===== src/rtl/core/aewd_pkg.sv =====
// aewd_pkg: shared types and constants of the adc event word decoder
// used by aewd_ctrl, aewd_dp and adc_event_word_decoder; no dependencies
package aewd_pkg;

	localparam int HIT_DEPTH = 32;
	localparam int HIT_CW = $clog2(HIT_DEPTH + 1);
	localparam int HIT_AW = (HIT_DEPTH > 1) ? $clog2(HIT_DEPTH) : 1;
	localparam int ENTRY_W = 20;

	// word types in bits 31..30
	localparam logic [1:0] WT_DATA   = 2'b00;
	localparam logic [1:0] WT_HEADER = 2'b01;
	localparam logic [1:0] WT_EOE    = 2'b11;

	localparam logic [7:0]  HDR_MARK  = 8'h40;
	localparam logic [9:0]  HIT_MARK  = 10'd16;
	localparam logic [15:0] LOW_MARK  = 16'd1152;
	localparam logic [15:0] AMP_OVER  = 16'hFFFF;

	// configuration register indexes
	localparam logic CFG_MODE   = 1'b0;
	localparam logic CFG_MODULE = 1'b1;

	typedef enum logic [1:0] {
		KIND_HIT      = 2'd0,
		KIND_BAD_HDR  = 2'd1,
		KIND_BAD_DATA = 2'd2,
		KIND_DROP     = 2'd3
	} kind_t;

	typedef enum logic [1:0] {
		ST_IDLE,
		ST_DECODE,
		ST_DRAIN_RD,
		ST_DRAIN_OUT
	} state_t;

	typedef struct packed {
		logic load_word;
		logic commit;
		logic drain_rd;
		logic drain_out;
		logic drain_done;
	} cmd_t;

	typedef struct packed {
		logic out_free;
		logic needs_out;
		logic drain;
		logic drain_last;
	} status_t;

endpackage


===== src/rtl/core/adc_event_word_decoder.sv =====
// adc_event_word_decoder: top level of the adc readout word decoder
// an accepted word is registered in word_q and decoded; its result enters the output register once it is free
// a new word is taken only in the idle state, after the previous word is done; an
// extended-mode end-of-event word drains its N buffered hits through the registered hit store read port
// reset: arst_n clears config, event counter, hit count, timestamp and handshakes
// the hit store itself is not cleared; only entries below the hit count are read
module adc_event_word_decoder import aewd_pkg::*; (
	input  logic        clk,
	input  logic        arst_n,
	input  logic        word_valid,
	output logic        word_stall,
	input  logic [31:0] data_word,
	output logic        result_valid,
	input  logic        result_stall,
	output logic [1:0]  result_kind,
	output logic [7:0]  module_id,
	output logic [4:0]  channel,
	output logic [15:0] amplitude,
	output logic        out_of_range,
	output logic [63:0] stamp,
	output logic        stamp_valid,
	output logic        last,
	input  logic        cfg_valid,
	output logic        cfg_ready,
	input  logic        cfg_index,
	input  logic [7:0]  cfg_data
);

	cmd_t    cmd;
	status_t status;

	assign cfg_ready = 1'b1;

	aewd_ctrl u_ctrl (
		.clk        (clk),
		.arst_n     (arst_n),
		.word_valid (word_valid),
		.word_stall (word_stall),
		.status     (status),
		.cmd        (cmd)
	);

	aewd_dp u_dp (
		.clk          (clk),
		.arst_n       (arst_n),
		.data_word    (data_word),
		.cmd          (cmd),
		.status       (status),
		.cfg_valid    (cfg_valid && cfg_ready),
		.cfg_index    (cfg_index),
		.cfg_data     (cfg_data),
		.result_valid (result_valid),
		.result_stall (result_stall),
		.result_kind  (result_kind),
		.module_id    (module_id),
		.channel      (channel),
		.amplitude    (amplitude),
		.out_of_range (out_of_range),
		.stamp        (stamp),
		.stamp_valid  (stamp_valid),
		.last         (last)
	);

endmodule


===== src/rtl/core/aewd_ctrl.sv =====
// aewd_ctrl: sequencing state machine of the adc event word decoder
// depends on aewd_pkg; drives aewd_dp through cmd_t, reads status_t
module aewd_ctrl import aewd_pkg::*; (
	input  logic    clk,
	input  logic    arst_n,
	input  logic    word_valid,
	output logic    word_stall,
	input  status_t status,
	output cmd_t    cmd
);

	state_t state_q;
	state_t state_nxt;

	always_ff @(posedge clk or negedge arst_n) begin
		if (!arst_n) begin
			state_q <= ST_IDLE;
		end else begin
			state_q <= state_nxt;
		end
	end

	always_comb begin
		state_nxt = state_q;
		case (state_q)
			ST_IDLE: begin
				if (word_valid) begin
					state_nxt = ST_DECODE;
				end
			end
			ST_DECODE: begin
				if (status.drain) begin
					state_nxt = ST_DRAIN_RD;
				end else if (!status.needs_out || status.out_free) begin
					state_nxt = ST_IDLE;
				end
			end
			ST_DRAIN_RD: begin
				state_nxt = ST_DRAIN_OUT;
			end
			ST_DRAIN_OUT: begin
				if (status.out_free) begin
					state_nxt = status.drain_last ? ST_IDLE : ST_DRAIN_RD;
				end
			end
			default: begin
				state_nxt = ST_IDLE;
			end
		endcase
	end

	always_comb begin
		cmd = '0;
		word_stall = 1'b1;
		case (state_q)
			ST_IDLE: begin
				word_stall = 1'b0;
				cmd.load_word = word_valid;
			end
			ST_DECODE: begin
				cmd.commit = !status.drain && (!status.needs_out || status.out_free);
			end
			ST_DRAIN_RD: begin
				cmd.drain_rd = 1'b1;
			end
			ST_DRAIN_OUT: begin
				cmd.drain_out = status.out_free;
				cmd.drain_done = status.out_free && status.drain_last;
			end
			default: begin
				cmd = '0;
			end
		endcase
	end

endmodule


===== src/rtl/core/aewd_dp.sv =====
// aewd_dp: word decode, hit store, event state and output register
// depends on aewd_pkg; commanded by aewd_ctrl
module aewd_dp import aewd_pkg::*; (
	input  logic        clk,
	input  logic        arst_n,
	input  logic [31:0] data_word,
	input  cmd_t        cmd,
	output status_t     status,
	input  logic        cfg_valid,
	input  logic        cfg_index,
	input  logic [7:0]  cfg_data,
	output logic        result_valid,
	input  logic        result_stall,
	output logic [1:0]  result_kind,
	output logic [7:0]  module_id,
	output logic [4:0]  channel,
	output logic [15:0] amplitude,
	output logic        out_of_range,
	output logic [63:0] stamp,
	output logic        stamp_valid,
	output logic        last
);

	logic               mode_q;
	logic [7:0]         module_q;
	logic [63:0]        event_counter_q;
	logic [HIT_CW-1:0]  hit_count_q;
	logic [15:0]        stamp_low_q;
	logic               stamp_low_seen_q;
	logic [31:0]        word_q;
	logic [HIT_AW-1:0]  rd_idx_q;
	logic [ENTRY_W-1:0] rdata_s1;
	logic [ENTRY_W-1:0] hit_mem [HIT_DEPTH];

	logic        out_valid_q;
	kind_t       kind_q;
	logic [7:0]  module_id_q;
	logic [4:0]  channel_q;
	logic [15:0] amplitude_q;
	logic        oor_q;
	logic [63:0] stamp_q;
	logic        stamp_valid_q;
	logic        last_q;

	logic        is_hdr;
	logic        is_data;
	logic        is_eoe;
	logic        is_hit;
	logic        is_low;
	logic        store_full;
	logic        hit_store_wr;
	logic        out_free;
	kind_t       dec_kind;
	logic        dec_out;
	logic [15:0] dec_amp;
	logic [15:0] rd_amp;
	logic [63:0] ext_stamp;

	// register requests
	always_ff @(posedge clk or negedge arst_n) begin
		if (!arst_n) begin
			mode_q <= 1'b0;
			module_q <= '0;
		end else if (cfg_valid) begin
			case (cfg_index)
				CFG_MODE:   mode_q <= cfg_data[0];
				CFG_MODULE: module_q <= cfg_data;
				default:    mode_q <= mode_q;
			endcase
		end
	end

	always_ff @(posedge clk) begin
		if (cmd.load_word) begin
			word_q <= data_word;
		end
	end

	// word decode
	always_comb begin
		is_hdr = (word_q[31:30] == WT_HEADER);
		is_data = (word_q[31:30] == WT_DATA);
		is_eoe = (word_q[31:30] == WT_EOE);
		is_hit = is_data && (word_q[31:22] == HIT_MARK);
		is_low = is_data && mode_q && (word_q[31:16] == LOW_MARK);
		store_full = (hit_count_q >= HIT_CW'(HIT_DEPTH));
		dec_amp = word_q[14] ? AMP_OVER : {2'b00, word_q[13:0]};
		dec_kind = KIND_HIT;
		dec_out = 1'b0;
		if (is_hdr) begin
			dec_kind = KIND_BAD_HDR;
			dec_out = (word_q[31:24] != HDR_MARK);
		end else if (is_hit) begin
			dec_kind = mode_q ? KIND_DROP : KIND_HIT;
			dec_out = !mode_q || store_full;
		end else if (is_data && !is_low && (word_q != 32'd0)) begin
			dec_kind = KIND_BAD_DATA;
			dec_out = 1'b1;
		end
		hit_store_wr = cmd.commit && is_hit && mode_q && !store_full;
	end

	assign out_free = !out_valid_q || !result_stall;

	always_comb begin
		status.out_free = out_free;
		status.needs_out = dec_out;
		status.drain = is_eoe && mode_q && (hit_count_q != '0);
		status.drain_last = ({1'b0, rd_idx_q} == HIT_CW'(hit_count_q - 1'b1));
	end

	// hit store
	always_ff @(posedge clk) begin
		if (hit_store_wr) begin
			hit_mem[hit_count_q[HIT_AW-1:0]] <= {word_q[20:16], word_q[14:0]};
		end
	end

	always_ff @(posedge clk) begin
		if (cmd.drain_rd) begin
			rdata_s1 <= hit_mem[rd_idx_q];
		end
	end

	// event state
	always_ff @(posedge clk or negedge arst_n) begin
		if (!arst_n) begin
			event_counter_q <= '0;
			hit_count_q <= '0;
			stamp_low_q <= '0;
			stamp_low_seen_q <= 1'b0;
			rd_idx_q <= '0;
		end else begin
			if (cmd.load_word) begin
				rd_idx_q <= '0;
			end else if (cmd.drain_out) begin
				rd_idx_q <= rd_idx_q + 1'b1;
			end
			if (cmd.commit) begin
				if (is_hdr || is_eoe) begin
					hit_count_q <= '0;
					stamp_low_q <= '0;
					stamp_low_seen_q <= 1'b0;
				end else if (is_low) begin
					stamp_low_q <= word_q[15:0];
					stamp_low_seen_q <= 1'b1;
				end else if (hit_store_wr) begin
					hit_count_q <= hit_count_q + 1'b1;
				end
				if (is_eoe && !mode_q) begin
					event_counter_q <= event_counter_q + 64'd1;
				end
			end else if (cmd.drain_done) begin
				hit_count_q <= '0;
				stamp_low_q <= '0;
				stamp_low_seen_q <= 1'b0;
			end
		end
	end

	// output register
	assign ext_stamp = stamp_low_seen_q ? {18'd0, word_q[29:0], stamp_low_q} : '1;
	assign rd_amp = rdata_s1[14] ? AMP_OVER : {2'b00, rdata_s1[13:0]};

	always_ff @(posedge clk or negedge arst_n) begin
		if (!arst_n) begin
			out_valid_q <= 1'b0;
		end else if ((cmd.commit && dec_out) || cmd.drain_out) begin
			out_valid_q <= 1'b1;
		end else if (!result_stall) begin
			out_valid_q <= 1'b0;
		end
	end

	always_ff @(posedge clk) begin
		if (cmd.commit && dec_out) begin
			kind_q <= dec_kind;
			module_id_q <= module_q;
			last_q <= 1'b1;
			if (dec_kind == KIND_HIT || dec_kind == KIND_DROP) begin
				channel_q <= word_q[20:16];
				amplitude_q <= dec_amp;
				oor_q <= word_q[14];
			end else begin
				channel_q <= '0;
				amplitude_q <= '0;
				oor_q <= 1'b0;
			end
			stamp_q <= (dec_kind == KIND_HIT) ? event_counter_q : '0;
			stamp_valid_q <= (dec_kind == KIND_HIT);
		end else if (cmd.drain_out) begin
			kind_q <= KIND_HIT;
			module_id_q <= module_q;
			last_q <= status.drain_last;
			channel_q <= rdata_s1[19:15];
			amplitude_q <= rd_amp;
			oor_q <= rdata_s1[14];
			stamp_q <= ext_stamp;
			stamp_valid_q <= stamp_low_seen_q;
		end
	end

	assign result_valid = out_valid_q;
	assign result_kind = kind_q;
	assign module_id = module_id_q;
	assign channel = channel_q;
	assign amplitude = amplitude_q;
	assign out_of_range = oor_q;
	assign stamp = stamp_q;
	assign stamp_valid = stamp_valid_q;
	assign last = last_q;

	a_count_bound: assert property (@(posedge clk) disable iff (!arst_n)
		hit_count_q <= HIT_CW'(HIT_DEPTH))
		else $error("hit count above store depth");

	a_load_free: assert property (@(posedge clk) disable iff (!arst_n)
		((cmd.commit && dec_out) || cmd.drain_out) |-> out_free)
		else $error("output register loaded while a request is stalled");

	a_drain_ext: assert property (@(posedge clk) disable iff (!arst_n)
		cmd.drain_rd |-> (mode_q && is_eoe && hit_count_q != '0))
		else $error("store drain outside an extended end of event");

	a_drain_clear: assert property (@(posedge clk) disable iff (!arst_n)
		cmd.drain_done |=> (hit_count_q == '0 && !stamp_low_seen_q))
		else $error("store not emptied after drain");

endmodule


===== config.mk =====
export PLATFORM = sky130hd
export DESIGN_NAME = adc_event_word_decoder
export DESIGN_NICKNAME = d
export VERILOG_FILES = /design/src/rtl/core/aewd_pkg.sv /design/src/rtl/core/adc_event_word_decoder.sv /design/src/rtl/core/aewd_ctrl.sv /design/src/rtl/core/aewd_dp.sv
export SDC_FILE = /design/constraint.sdc
export NUM_CORES = 1
export LEC_CHECK = 0
export BUFFER_PORTS_ARGS = -buffer_cell sky130_fd_sc_hd__buf_2
export CAP_MARGIN = 20
export CORE_UTILIZATION = 50
export DETAILED_ROUTE_END_ITERATION = 8
export PLACE_DENSITY = 0.64
export SKIP_LAST_GASP = 1
export SYNTH_ARGS = -nofsm -noshare
export SYNTH_HDL_FRONTEND = slang
export SYNTH_SLANG_ARGS = --single-unit

===== constraint.sdc =====
create_clock -name clk -period 6.6 [get_ports clk]
set_input_delay 1.32 -clock clk [delete_from_list [all_inputs] [get_ports clk]]
set_output_delay 1.32 -clock clk [all_outputs]
set_load 0.01 [all_outputs]

Yosys cells after proc, flatten, opt, wreduce, memory -nomap -nowiden. Memory sizes are Yosys's and may differ from the RTL's. A register that Yosys moved wholly into a read port is not among the register bits. Cells that the tools add are included. Widths: inputs -> output; s select.

Flip-flop bits (word level): 234. RAM bits: 640. Output and inout port bits: 101. Logic and storage cells: 141. Memories: 1.

Memory list: u_dp.hit_mem (words 32, width 20, rd ports 1, clocked after memory_dff 1, wr ports 1, RTL line aewd_dp.sv:33) `logic [ENTRY_W-1:0] hit_mem [HIT_DEPTH];`.

Add/sub/neg operators: 4. Order comparisons: 1. Eq/ne operators: 17. Muxes and demuxes: 58. Bitwise gates (word level): 1. Reduce and logical (&&, ||, !) cells: 41.

Operator list (count): $mux 64 (4); $mux 16 (9); $add 64x1->64 const B (1); $reduce_bool 32->1 (1); $mux 6 (5); $mux 5 (5); $mux 2 (12); $mux 1 (20); $eq 16x11->1 const B (1); $mux 8 (2); $logic_and 1x1->1 (14); $eq 10x5->1 const B (1); $ne 3x3->1 const B (3); $eq 2x2->1 const B (4); $ne 8x7->1 const B (1); $pmux 2 s4 (1); $reduce_and 2->1 (4); $logic_not 1->1 (7); $add 6x1->6 const B (1); $eq 5x6->1 (1); $ge 6x6->1 const B (1); $logic_not 2->1 (3); $logic_or 1x1->1 (6); $reduce_and 3->1 (2); other kinds (9) (13).

Depth between registers and ports, before layout.
Depth after elaboration: 20. Depth in mapped cells: 12. Gate-level depth less buffers: 9.

By module. A second synthesis with hierarchy kept.

Cells, all modules: 1834. Area, all modules: 35469.0 um^2.

By module, submodules not included: aewd_dp (times used 1, cells each 1816, area each 35325.1 um^2); aewd_ctrl (times used 1, cells each 16, area each 132.6 um^2); adc_event_word_decoder (times used 1, cells each 2, area each 11.3 um^2).

Worst setup path after synthesis. OpenSTA, ideal clock, no wires.

Kind: flip-flop to flip-flop. Start point: reg u_dp.word_q[17]. End point: reg u_dp.amplitude_q[0] (netlist: u_dp.amplitude[0]), enable pin. Arrival time: 4471 ps. Data required time: 6143 ps. Setup slack: 1673 ps. Cell stages (with the launch flop): 10. Buffers on the path: 3. Period minus slack after synthesis: 4927 ps. Cell sequence: edfxtp_1 > nor3_1 > and3_1 > a31oi_1 > a21boi_2 > or4_1 > buf_2 > buf_6 > buf_2 > nand2_1.

Cells in the longest elaborated chain, start to end: 14.

RTL lines: start: declaration (RTL line aewd_dp.sv:30) `logic [31:0] word_q;`; start signal: assignment (RTL line aewd_dp.sv:75) `word_q <= data_word;`; $eq 16x11->1 (RTL line aewd_dp.sv:85) `is_low = is_data && mode_q && (word_q[31:16] == LOW_MARK);`; $logic_and 1x1->1 (RTL line aewd_dp.sv:85); $logic_not 1->1 (RTL line aewd_dp.sv:96) `end else if (is_data && !is_low && (word_q != 32'd0)) begin`; $logic_and 1x1->1 (RTL line aewd_dp.sv:96); $logic_and 1x1->1 * (RTL line aewd_dp.sv:96); $mux 1 * (RTL line aewd_dp.sv:96); $mux 1 * (RTL line aewd_dp.sv:93) `end else if (is_hit) begin`; $mux 1 * (RTL line aewd_dp.sv:90) `if (is_hdr) begin`; $logic_not 1->1 (RTL line aewd_ctrl.sv:61) `cmd.commit = !status.drain && (!status.needs_out || status.out_free);`; $logic_or 1x1->1 (RTL line aewd_ctrl.sv:61); $logic_and 1x1->1 (RTL line aewd_ctrl.sv:61); $mux 1 (RTL line aewd_ctrl.sv:55) `case (state_q)`; $logic_and 1x1->1 * (RTL line aewd_dp.sv:176) `if (cmd.commit && dec_out) begin`; $reduce_bool 2->1 (no source line) *; end signal: assignment (RTL line aewd_dp.sv:182) `amplitude_q <= dec_amp;`; end signal: assignment (RTL line aewd_dp.sv:196) `amplitude_q <= rd_amp;`; end: declaration (RTL line aewd_dp.sv:39) `logic [15:0] amplitude_q;`.

Every way passes the cells marked *; elsewhere a longest branch is shown, timed or not. A chain may end at the register's enable or synchronous reset.

Final worst setup path.
Start point: reg u_dp.word_q[16]. End point: mem u_dp.hit_mem[27][13], enable pin.

Cells in the longest elaborated chain, start to end: 17.

RTL lines: $eq 16x11->1 (RTL line aewd_dp.sv:85); $logic_and 1x1->1 (RTL line aewd_dp.sv:85); $logic_not 1->1 (RTL line aewd_dp.sv:96); $logic_and 1x1->1 (RTL line aewd_dp.sv:96); $logic_and 1x1->1 * (RTL line aewd_dp.sv:96); $mux 1 * (RTL line aewd_dp.sv:96); $mux 1 * (RTL line aewd_dp.sv:93); $mux 1 * (RTL line aewd_dp.sv:90); $logic_not 1->1 * (RTL line aewd_ctrl.sv:61); $logic_or 1x1->1 * (RTL line aewd_ctrl.sv:61); $logic_and 1x1->1 * (RTL line aewd_ctrl.sv:61); $mux 1 * (RTL line aewd_ctrl.sv:55); $logic_and 1x1->1 * (3 in series) (RTL line aewd_dp.sv:100) `hit_store_wr = cmd.commit && is_hit && mode_q && !store_full;`; $mux 1 * (RTL line aewd_dp.sv:114) `if (hit_store_wr) begin`; $mux 1 (not written as such) * (RTL line aewd_dp.sv:115) `hit_mem[hit_count_q[HIT_AW-1:0]] <= {word_q[20:16], word_q[14:0]};`; end: declaration (RTL line aewd_dp.sv:33).

Marked as above.

==> reports/qor.csv <==
metric,value,unit
status,"finished, final reports clean",
first_global_vias,17700,
yosysWarnings,0,
path_clk_slew,0.06,ns
drt_first_iter_violations,2110,
drc,0,
cap_violations,0,
hold_start,u_dp.module_q[7],
cts_buffers,88,
avgSynthCellArea,19.0,µm²
grt_pass1_wl,121000,µm
synthCells,1854,
dp_hpwl,52600,µm
seqCellArea,0.0263,mm²
syn_area,0.0352,mm²
cts_tree,done,
critPathMaxStageDelay,1.12,ns
min_period,5.24,ns
final_hold_viol_count,0,
crit-reg2reg-launch,u_dp.word_q[16],
ir_drop,238,µV
grt_max_degree,122,
die_width,267,µm
drv_slew,0,
crit_required,6.84,ns
post-route-util,0.584,
wl_per_cell,27.3,µm
synth-seq-cells,892,
path_class,register to register,
multi_input_area,0.00840,mm²
htree_levels,3,
initial_core_util,0.509,
setup_violations,0,
postCtsHoldBufs,0,
die_area,0.0715,mm²
clock_latency,0.64,ns
fin_nets,2104,
worstMarginPinSlew,1.11,ns
fmax,191,MHz
routabilityCongestion,0.887,
crit_slowest_cell,nor2_2,
post-route-period-util,0.794,
path_cells,buf_4 -> nor3_1 -> and3_1 -> nand4_1 -> nand3b_1 -> and2_1 -> nand3_1 -> nor2_2,
ant_nets,0,
async_flop_share,0.117,
n_fill_cell,5149,
arrival,5.48,ns
synth_area_leaders,"edfxtp_1 67%, mux4_2 13%, dfrtp_1 7.4%, mux2_2 0.99%, xnor2_1 0.97%",
io_buffer_count,145,
cts.sinks,892,
vias,18200,
crit_family,simple AND/OR/NAND/NOR gates,
synth.top_cell.area_share,0.671,
slew_headroom,0.257,
core_region_area,0.0692,mm²
viasPerCell,5.95,
io_pins,147,
yosysTopAreaCell,edfxtp_1,
dieHeight,267,µm
yosys_most_used_dff,edfxtp_1,
crit_fanout,35,
cts_resized,0,
root_buffer,clkbuf_16,
post_cts_buffers,0,
cp-startpoint,u_dp.word_q[16],
powerDensity,381,mW/mm²
overflow,0,
tns,0,ns
clock_path_buffers,3,
synth.top_cells.by_count,"787 x edfxtp_1, 200 x mux4_2, 104 x dfrtp_1",
yosysUniqueCellTypes,53,
globalRouteTotalUtil,0.239,
hp-class,register to register,
syn_to_final_growth,14.8,%
yosysMostFrequentCell,edfxtp_1,
path_buf_inv,1,
skew,0.0230,ns
synth.yosys.seq_area_share,0.746,
rows,96,
synth_edf_count,787,
totalWireLength,83700,µm
drive_gt1_frac,0.286,
startpoint_type,register,
dr.pass1.iters,5,
p_leak,13.3,nW
syn_nets,1907,
grt_antenna_before_repair,6,
endpoint_kind,register,
rsz0062_at_grt,no,
==> routing by layer <==
| metal | track usage | part of all wire | wire length, µm |
|---|---|---|---|
| met2 | 0.345 | 0.45 | 37300 |
| met5 | 0 | 0 | 0 |
| met3 | 0.0462 | 0.085 | 7150 |
| met4 | 0.0631 | 0.023 | 1950 |
| met1 | 0.373 | 0.45 | 37300 |
==> area by class of cell <==
class,instances,share of cell area
Multi-Input combinational cell,801,0.208
Timing Repair Buffer,207,0.0375
Antenna cell,2,0.000124
Clock buffer,121,0.0596
Sequential cell,892,0.650
Clock inverter,45,0.0107
Tap cell,931,0.0288
Inverter,61,0.00566
==> cell usage in the layout, fill, tap and decap left out, drive strengths merged, types with 6 or more instances in the layout <==
cell type	Yosys	final
o21ai	17	17
a31oi	48	48
nand3b	7	7
bufinv	0	6
and2	6	6
and3	6	6
xor2	35	35
nor3	27	27
inv	61	61
a21o	23	23
nor4	16	16
buf	38	207
clkinv	0	34
nand3	43	43
clkbuf	62	121
nor2	89	89
mux4	200	200
a21oi	54	54
nand2	64	64
nand4	28	28
edfxtp	787	787
mux2	31	31
dfrtp	104	104
ha	7	7
o31a	14	14
xnor2	39	39
a22o	16	16
==> metrics by stage <==
| step | total power, mW | worst slack [ns] | instances | hold WS, ns | cell area (µm²) |
|---|---|---|---|---|---|
| after floorplan | 9.33 | 1.67 | 1854 | 0.419 | 35200 |
| after global placement | 10.6 | 1.70 | 2863 | 0.422 | 37100 |
| after detailed placement | 10.6 | 1.56 | 2865 | 0.432 | 37100 |
| after CTS | 15.5 | 1.52 | 3031 | 0.447 | 40000 |
| after global routing | 15.9 | 1.23 | 3058 | 0.457 | 40400 |
| final | 15.4 | 1.36 | 3060 | 0.444 | 40400 |
==> final timing paths <==
| kind | slack (ns) | to | cells past startpoint |
|---|---|---|---|
| min in group asynchronous | 0.68 | u_dp.module_q[3] | 1 |
| hold reg to reg | 0.44 | u_dp.module_id[7] | 0 |
| setup reg to reg | 1.36 | u_dp.hit_mem[27][13] | 8 |
| max in group asynchronous | 4.62 | u_dp.rd_idx_q[3] | 2 |
| hold / removal | 0.44 | u_dp.module_id[7] | 0 |
| setup / recovery | 1.36 | u_dp.hit_mem[27][13] | 8 |
==> logic make-up after synthesis <==
family	Yosys count	synth area share
xor+xnor	74	0.0184
fa+ha+maj	7	0.00249
mux	233	0.138
compound gates	183	0.0338
flops	892	0.746
other cells	1	0.000106
buf+inv	161	0.0190
simple gates	303	0.0424
==> where the power goes <==
group          switching, mW  leakage [nW]  internal, mW
clock                   2.09          1.37          2.81
sequential             0.361          8.36          6.57
combinational           1.93          3.60          1.65
total                   4.38          13.3          11.0
==> flip-flops by register name, indices dropped and copies added (netlist names), 2 cells and up <==
register and cells:
u_dp.rdata_s1 20, u_dp.event_counter_q 64, u_dp.rd_idx_q 5, u_dp.hit_count_q 6
u_dp.channel 5, u_dp.module_q 8, u_dp.amplitude 15, u_dp.stamp 64
u_dp.module_id 8, u_dp.hit_mem 640, u_dp.word_q 32, u_dp.result_kind 2
u_ctrl.state_q 2, u_dp.stamp_low_q 16
(Power assumes the default switching activity.)
